## src/hdl/vmc8_ram.sv

```systemverilog
// Generic single-port RAM with registered read.
`timescale 1ns / 1ps

module vmc8_ram #(
    parameter int WIDTH = 8,
    parameter int DEPTH = 256
) (
    input  logic                     clk,
    input  logic                     we,
    input  logic [$clog2(DEPTH)-1:0] addr,
    input  logic [WIDTH-1:0]         wdata,
    output logic [WIDTH-1:0]         rdata
);

    logic [WIDTH-1:0] store [DEPTH];

    always_ff @(posedge clk)
    begin
        if (we)
            store[addr] <= wdata;
        rdata <= store[addr];
    end

endmodule

```

## config.mk

```make
export PLATFORM = sky130hd
export DESIGN_NAME = vmc8_ram
export DESIGN_NICKNAME = d
export VERILOG_FILES = /design/src/hdl/vmc8_ram.sv
export SDC_FILE = /design/constraint.sdc
export NUM_CORES = 2
export LEC_CHECK = 0
export ABC_AREA = 1
export ABC_CLOCK_PERIOD_IN_PS = 2650
export BUFFER_PORTS_ARGS = -buffer_cell sky130_fd_sc_hd__buf_2
export CORE_ASPECT_RATIO = 0.9
export CORE_MARGIN = 8
export CORE_UTILIZATION = 45
export DETAILED_ROUTE_END_ITERATION = 16
export SYNTH_ARGS = -nofsm -noshare
export SYNTH_HDL_FRONTEND = slang
export SYNTH_SLANG_ARGS = --single-unit
```

## constraint.sdc

```tcl
create_clock -name clk -period 2.65 [get_ports clk]
set_input_delay 0 -clock clk [delete_from_list [all_inputs] [get_ports clk]]
set_output_delay 0 -clock clk [all_outputs]
set_load 0.02 [all_outputs]
```

==> results by group <==
Worst setup path
  • Worst r2r src: store[133][7]
  • Arr. time, crit path: 3.03 ns
  • Crit-path max FO: 1
  • WP data required: 3.37 ns
  • Crit path from: store[133][7]
  • Crit. End Element: register
  • Worst Setup Start Kind: register
  • Crit Path Class: register to register

Floorplan
  • Num ports: 26
  • Die footprint: 0.203 mm^2
  • Std cell rows: 151
  • Initial core utilization: 45.2%
  • Die Span Y: 428 um
  • Die Wd: 474 um
  • Placeable Area: 0.188 mm^2

Global routing
  • Total track usage: 22.4%
  • First-pass GRT wire length: 348000 um
  • Remaining Overflow, GRT: 0
  • Pin count of the biggest net entering global routing: 143
  • Vias in the first global route: 54400
  • Initial antenna violation count: 5

Placed design
  • Dpl cells: 10600
  • Post-DP HPWL: 140000 um
  • I/O Buffers: 25
  • Final Wtd Congestion: 0.873

Clock tree
  • Cts repair resizes: 0
  • Htree depth: 4
  • Clock root buffer: clkbuf_16
  • CTS Buffer Depth: 3
  • Clock sinks: 2056
  • CTS buffer count: 208
  • Clk_lat worst skew: 0.84 ns
  • Reg clk slew, reported paths: 0.06 ns
  • CTS tree: yes

Layout
  • P&R area growth vs syn: 14.7%
  • Layout cell share with drive strength beyond 1: 9.02%
  • Final net count: 8320
  • Non-filler cells, final: 11000

Logic synthesis
  • Seq/Total Area, Yosys: 72.7%
  • Post-synth cell types: 18
  • Seq cells post-synth: 2056
  • Post-Syn Area: 0.0849 mm^2
  • Largest cells by area after synthesis: edfxtp_1 72%, nand2_1 21%, nor2_1 1.6%, nand3_1 1.1%, buf_2 1.1%
  • Cells after Synth: 8021
  • Avg Inst Size Synth: 10.6 um^2
  • Leading area contributor after synthesis: edfxtp_1
  • Share of the synthesized area in the top cell type: 72.5%
  • Post-Syn Nets: 8039
  • Synth warn: 0

Drt
  • Vias: 57000
  • Routed Wire Length: 233000 um
  • DR iter-0 viols: 6217
  • Via density: 5.19
  • Pre-antenna DRT Iters: 6
  • Per-cell routed wire length: 21.2 um
  • Drt drc: 0
  • Post-route ant nets: 0

Timing
  • Final hold slack: 0.146 ns
  • Final Hold Viols: 0
  • Final-report setup violation count: 0
  • Max Slew Vio Count: 0
  • Fmax: 0.432 GHz
  • RSZ-0062 raised after global routing: false
  • Worst slew margin: 34.6%
  • Clock Skews: 0.0583 ns
  • Minimum clock period: 2.31 ns
  • Least-Margin Pin Slew: 0.978 ns
  • Fin crit share: 87.3%

Power
  • Pwr Density: 700 mW/mm^2
  • IR drop worst, VDD: 0.764 mV
  • Pleak: 39.0 nW
  • Overall power: 68.2 mW

Worst hold path
  • Hold WC Path Type: input port to register
  • Hold_sp: addr[0]

Flow run
  • Number of max-cap violations: 0

Outcome
  • Outcome: finished, final reports clean
==> routing by layer <==
metal / part of all wire, % / up-vias / track usage [%]
met5: 0 / - / 0
met4: 2.8 / 0 / 6.41
met3: 8.1 / 367 / 3.80
met2: 46 / 2145 / 34.8
met1: 43 / 27600 / 32.7
li1: - / 26900 / -
==> what timing repair did <==
item / CTS / global route
buffers inserted: 0 / 0
hold buffers: 14 / 0
endpoints found under the hold margin: 2039 / 0
==> flip-flops by register name (all words and copies together), names as in the netlist <==
name	count
store	2048
rdata	8
==> cells in the mapped netlist <==
| library cell | n |
|---|---|
| buf_6 | 7 |
| inv_2 | 2 |
| nor2_8 | 1 |
| a21oi_1 | 32 |
| o21ai_0 | 41 |
| buf_2 | 182 |
| nand2_1 | 4770 |
| edfxtp_1 | 2048 |
| inv_4 | 2 |
| buf_1 | 52 |
| nand2_4 | 1 |
| nor2_1 | 361 |
| dfxtp_1 | 8 |
| clkbuf_1 | 170 |
| buf_4 | 6 |
| nand3_1 | 188 |
| o21ai_1 | 119 |
| inv_1 | 31 |
==> power by group <==
group | switching, mW | internal (mW)
Sequential | 0.0352 | 35.8
Clock | 12.4 | 15.8
Combinational | 3.10 | 1.04
==> area by class of cell <==
class	instances	area (um^2)
sequential	2056	61700
clock buffer	269	5430
multi-input combinational	5513	21300
inverter	35	165
timing repair buffer	488	4670
tap	2524	3160
fill	16500	90400
clock inverter	105	998
antenna	3	7.51
==> worst max-delay path, stage by stage (launching register included) <==
cell and delay, ns:
edfxtp_1 0.37, nand2_1 0.07, nand2_1 0.06, nand2_1 0.05, nand2_1 0.05, nand2_1 0.13, nand2_1 0.11, o21ai_1 0.39
nand2_1 0.15, nor2_1 0.25, nor2_1 0.07, nor2_1 0.39, nand2_1 0.09
==> final timing paths <==
kind | to | cells past startpoint | slack, ns
hold / removal | store[203][1] | 6 | 0.15
hold reg to reg | rdata[1] | 10 | 1.00
setup reg to reg | rdata[7] | 12 | 0.34
setup / recovery | rdata[7] | 12 | 0.34
==> cell usage in the layout (no fill, tap or decap), types with 46 or more instances in the layout <==
cell type	n
nand2_1	4760
edfxtp_1	2048
buf_4	374
nor2_1	356
clkbuf_16	208
nand3_1	188
o21ai_1	119
buf_12	75
clkbuf_1	61
clkinv_1	46
==> metrics by stage <==
| step | worst slack (ns) | TNS (ns) | utilization, % | instance area [um^2] |
|---|---|---|---|---|
| floorplan | 0.810 | 0 | - | 84900 |
| CTS | 0.404 | 0 | 51.8 | 97300 |
| global route | 0.318 | 0 | 51.8 | 97300 |
| finish | 0.337 | 0 | 51.8 | 97400 |
| detailed placement | -0.0531 | -0.0531 | 48.3 | 90800 |
| global placement | -0.0618 | -0.0618 | 48.3 | 90800 |
==> logic make-up (layout without fill, tap and decap cells) <==
logic type / Yosys count / count (layout) / share of synthesized area, %
buffers and inverters: 452 / 897 / 2.36
DFF: 2056 / 2056 / 72.7
other: 0 / 3 / 0
and+or+nand+nor: 5321 / 5321 / 23.8
AOI/OAI and AO/OA: 192 / 192 / 1.13
Power figures use the tool's default switching activity.
