### config.mk
export PLATFORM = sky130hd
export DESIGN_NAME = vmc8_alu
export DESIGN_NICKNAME = d
export VERILOG_FILES = /design/src/hdl/vmc8_pkg.sv /design/src/hdl/vmc8_alu.sv
export SDC_FILE = /design/constraint.sdc
export NUM_CORES = 1
export LEC_CHECK = 0
export ABC_AREA = 0
export BUFFER_PORTS_ARGS = -buffer_cell sky130_fd_sc_hd__buf_2
export CAP_MARGIN = 15
export CORE_MARGIN = 1.5
export CORE_UTILIZATION = 52
export DETAILED_ROUTE_END_ITERATION = 8
export GPL_TIMING_DRIVEN = 0
export PLACE_DENSITY = 0.85
export SLEW_MARGIN = 20
export SYNTH_ARGS = -nofsm -noshare
export SYNTH_HDL_FRONTEND = slang
export SYNTH_SLANG_ARGS = --single-unit
### constraint.sdc
create_clock -name vclk -period 2.4
set_input_delay 0.24 -clock vclk [all_inputs]
set_output_delay 0.24 -clock vclk [all_outputs]
set_load 0.005 [all_outputs]
### src/hdl/vmc8_pkg.sv
// Package: sizes, font table, address wrap and ALU types for the interpreter core.
`timescale 1ns / 1ps

package vmc8_pkg;

    localparam int MEMORY_BYTES   = 4096;
    localparam int DISPLAY_PIXELS = 2048;
    localparam int DISPLAY_WIDTH  = 64;
    localparam int STACK_DEPTH    = 16;
    localparam int PROGRAM_START  = 512;

    localparam int MEM_AW     = $clog2(MEMORY_BYTES);
    localparam int FB_BYTES   = DISPLAY_PIXELS / 8;
    localparam int FB_AW      = $clog2(FB_BYTES);
    localparam int SP_W       = $clog2(STACK_DEPTH);
    localparam int CNT_W      = $clog2(MEMORY_BYTES);
    localparam int FONT_BYTES = 80;

    localparam logic [7:0] FONT [FONT_BYTES] = '{
        8'hF0, 8'h90, 8'h90, 8'h90, 8'hF0, 8'h20, 8'h60, 8'h20, 8'h20, 8'h70,
        8'hF0, 8'h10, 8'hF0, 8'h80, 8'hF0, 8'hF0, 8'h10, 8'hF0, 8'h10, 8'hF0,
        8'h90, 8'h90, 8'hF0, 8'h10, 8'h10, 8'hF0, 8'h80, 8'hF0, 8'h10, 8'hF0,
        8'hF0, 8'h80, 8'hF0, 8'h90, 8'hF0, 8'hF0, 8'h10, 8'h20, 8'h40, 8'h40,
        8'hF0, 8'h90, 8'hF0, 8'h90, 8'hF0, 8'hF0, 8'h90, 8'hF0, 8'h10, 8'hF0,
        8'hF0, 8'h90, 8'hF0, 8'h90, 8'h90, 8'hE0, 8'h90, 8'hE0, 8'h90, 8'hE0,
        8'hF0, 8'h80, 8'h80, 8'h80, 8'hF0, 8'hE0, 8'h90, 8'h90, 8'h90, 8'hE0,
        8'hF0, 8'h80, 8'hF0, 8'h80, 8'hF0, 8'hF0, 8'h80, 8'hF0, 8'h80, 8'h80
    };

    // shared ALU operations
    localparam logic [2:0] ALU_PASS = 3'd0;
    localparam logic [2:0] ALU_OR   = 3'd1;
    localparam logic [2:0] ALU_AND  = 3'd2;
    localparam logic [2:0] ALU_XOR  = 3'd3;
    localparam logic [2:0] ALU_ADD  = 3'd4;
    localparam logic [2:0] ALU_SUB  = 3'd5;
    localparam logic [2:0] ALU_SHR  = 3'd6;
    localparam logic [2:0] ALU_SHL  = 3'd7;

    typedef struct packed {
        logic [2:0] op;
        logic [7:0] a;
        logic [7:0] b;
    } alu_req_t;

    typedef struct packed {
        logic [7:0] res;
        logic       flag;
    } alu_rsp_t;

    // reset content of main memory
    function automatic logic [7:0] font_byte(input logic [CNT_W-1:0] idx);
        logic [7:0] val;
        val = 8'h00;
        if (idx < CNT_W'(FONT_BYTES))
            val = FONT[idx[6:0]];
        return val;
    endfunction

    // 12-bit address modulo MEMORY_BYTES (at least 1024, so three folds suffice)
    function automatic logic [MEM_AW-1:0] mem_index(input logic [11:0] a);
        logic [12:0] t;
        t = {1'b0, a};
        for (int k = 0; k < 3; k++)
        begin
            if (t >= 13'(MEMORY_BYTES))
                t = t - 13'(MEMORY_BYTES);
        end
        return t[MEM_AW-1:0];
    endfunction

endpackage

### src/hdl/vmc8_alu.sv
// Shared 8-bit ALU that feeds the register writes made in the execute state.
`timescale 1ns / 1ps

module vmc8_alu import vmc8_pkg::*; (
    input  alu_req_t req,
    output alu_rsp_t rsp
);

    logic [8:0] sum;

    always_comb
    begin
        sum = {1'b0, req.a} + {1'b0, req.b};
        rsp = '{res: req.b, flag: 1'b0};
        unique case (req.op)
            ALU_PASS: rsp = '{res: req.b, flag: 1'b0};
            ALU_OR:   rsp = '{res: req.a | req.b, flag: 1'b0};
            ALU_AND:  rsp = '{res: req.a & req.b, flag: 1'b0};
            ALU_XOR:  rsp = '{res: req.a ^ req.b, flag: 1'b0};
            ALU_ADD:  rsp = '{res: sum[7:0], flag: sum[8]};
            ALU_SUB:  rsp = '{res: req.a - req.b, flag: (req.a >= req.b)};
            ALU_SHR:  rsp = '{res: {1'b0, req.a[7:1]}, flag: req.a[0]};
            ALU_SHL:  rsp = '{res: {req.a[6:0], 1'b0}, flag: req.a[7]};
        endcase
    end

endmodule

==> results.cfg <==
[pwr]
leakagePower_uw = 0.000803
p_int_uw = 147
comb_power_share = 1.000
p_clk_frac = 0
p_per_area_nw_per_um2 = 215
seq_power_share = 0
power.total_uw = 352
switching_share = 0.583
peakVddDrop_mv = 0.127
p_sw_uw = 205

[sta]
slew_headroom = 0.656
setup_violations = 0
hold_slack_ns = 0.788
worst_pin_slew_ns = 0.516
hold_violations = 0
finalCriticalPeriod_ns = 2.36
setup_ws_ns = 0.0366
fmax_mhz = 423
finalSetupTns_ns = 0
rsz0062_at_grt = no
drv_slew = 0
finalCritPeriodShare = 0.985

[synthesis]
synth.distinct_cells = 48
synthCells = 211
synth_seq_area_share = 0
synth_nets = 259
synth_area_um2 = 1450
yosysWarnings = 0
avgSynthCellArea_um2 = 6.87

[critical_path]
arrival_ns = 2.12
required_ns = 2.16
path_max_fanout = 9
critPathMaxStageDelay_ns = 0.42
worstSetupPathType = in2out
crit_top_cell = buf_2
critical-path-top-delay-family = compound AO/OA/AOI/OAI gates
worstSetupStartpointType = input port
slowest_stage = a221oi_1
crit_buf_inv = 4
end_kind = primary output
crit_chain = buf_2, inv_1, ha_1, buf_2, o21bai_1, a21oi_1, o41ai_1, a221oi_1, o211ai_1, buf_2

[final_layout]
multi_input_area_um2 = 1310
nClkBuffers = 0
final_cell_mix = 32 x buf_2, 27 x ha_1, 23 x inv_1, 21 x nor2_1, 21 x a21oi_1
fin_area_um2 = 1640
syn_to_final_growth_pct = 13.1
fin_nets = 287
nFlopsAndLatches = 0
num_antenna_cells = 0
final_common_cell = buf_2
seq_area_um2 = 0
n_fill_cell = 247
drive_gt1_frac = 0.190

[route]
drtAntennaViolNets = 0
drt-vias-per-instance = 6.25
first_pass_iters = 6
drt_iter0_drc = 93
via_count = 1670
wl_um = 4160
drcViolationCount = 0
wire_per_inst_um = 15.6

[global_route]
track_usage = 0.247
grt_remaining_overflow = 0
grt_max_degree = 11
antenna_found_initial = 0
grt_pass1_wl_um = 6420
grt_pass1_vias = 1437

[floorplanning]
die_w_um = 55.8
die-area_um2 = 3110
die_y_um = 55.8
initial_core_util = 0.564
core_area_um2 = 2570
io_pins = 28
rows = 18

[clock_network]
postCtsSetupBuffers = 0

[run_status]
status = finished, final reports clean

[placed_design]
gp_congestion = 0.967
place_area_um2 = 1620
dp_hpwl_um = 3100
post-place-ws_ns = 0.0526
port_buffers = 26

[worst_hold_path]
hold_class = in2out

[flow_run]
maxCapViolations = 0
through the flow:
step | instances | utilization
finish | 267 | 0.638
global route | 267 | 0.638
CTS | 267 | 0.630
detailed placement | 267 | 0.630
global placement | 267 | 0.630
floorplan | 211 | -
cells in the mapped netlist, drive strengths merged, types with 2 or more instances:
library cell | instances | share of area
ha | 27 | 0.23
inv | 26 | 0.067
a21oi | 21 | 0.073
nor2 | 21 | 0.054
o21ai | 16 | 0.055
nand2 | 12 | 0.036
mux2i | 10 | 0.069
buf | 8 | 0.031
nor3 | 6 | 0.021
a221oi | 5 | 0.035
a31oi | 5 | 0.022
clkbuf | 5 | 0.013
o22ai | 5 | 0.022
nand2b | 4 | 0.017
xnor2 | 4 | 0.024
or3 | 3 | 0.013
a211oi | 2 | 0.010
a21o | 2 | 0.010
a41oi | 2 | 0.017
fa | 2 | 0.028
nand3 | 2 | 0.0069
o21bai | 2 | 0.010
o221ai | 2 | 0.012
logic make-up (layout without fill, tap and decap cells):
group / count (synthesis) / count (layout) / synth area share
AOI/OAI and AO/OA: 71 / 71 / 0.320
xor gates and xnor gates: 4 / 4 / 0.0242
adders and majority gates: 29 / 29 / 0.261
buffers and inverters: 39 / 65 / 0.111
muxes: 12 / 12 / 0.0924
and+or+nand+nor: 56 / 56 / 0.191
timing repair:
item	CTS	global route
hold endpoints to repair	0	0
resized for setup	0	3
hold buffers	0	0
endpoints found under the setup margin	0	3
per-layer routing:
metal | GRT usage | vias up | part of all wire
met5 | 0 | - | 0
met4 | 0.0453 | 0 | 0.013
met3 | 0.0302 | 10 | 0.11
met2 | 0.395 | 93 | 0.45
met1 | 0.355 | 758 | 0.43
li1 | - | 809 | -
tightest hold or removal path, delay by kind of cell:
kind | cells | cell delay [ns]
AO/OA/AOI/OAI | 1 | 0.11
buffers and inverters | 2 | 0.20
power by group through the flow:
stage               Sequential [uW]  Combinational [uW]  Clock (uW)
global placement                  0                 329           0
finish                            0                 352           0
detailed placement                0                 334           0
global route                      0                 383           0
floorplan                         0                 236           0
CTS                               0                 335           0
worst paths after layout:
path	start	end	slack (ns)	cells after the start
setup / recovery	req[10]	rsp[0]	0.04	10
hold / removal	req[2]	rsp[3]	0.79	3
cell type report:
class / count / share of cell area
inverters: 26 / 0.0595
well taps: 30 / 0.0229
multi-input cells: 172 / 0.799
repair buffers: 26 / 0.0794
plain buffers: 13 / 0.0389
Power figures use the tool's default switching activity.
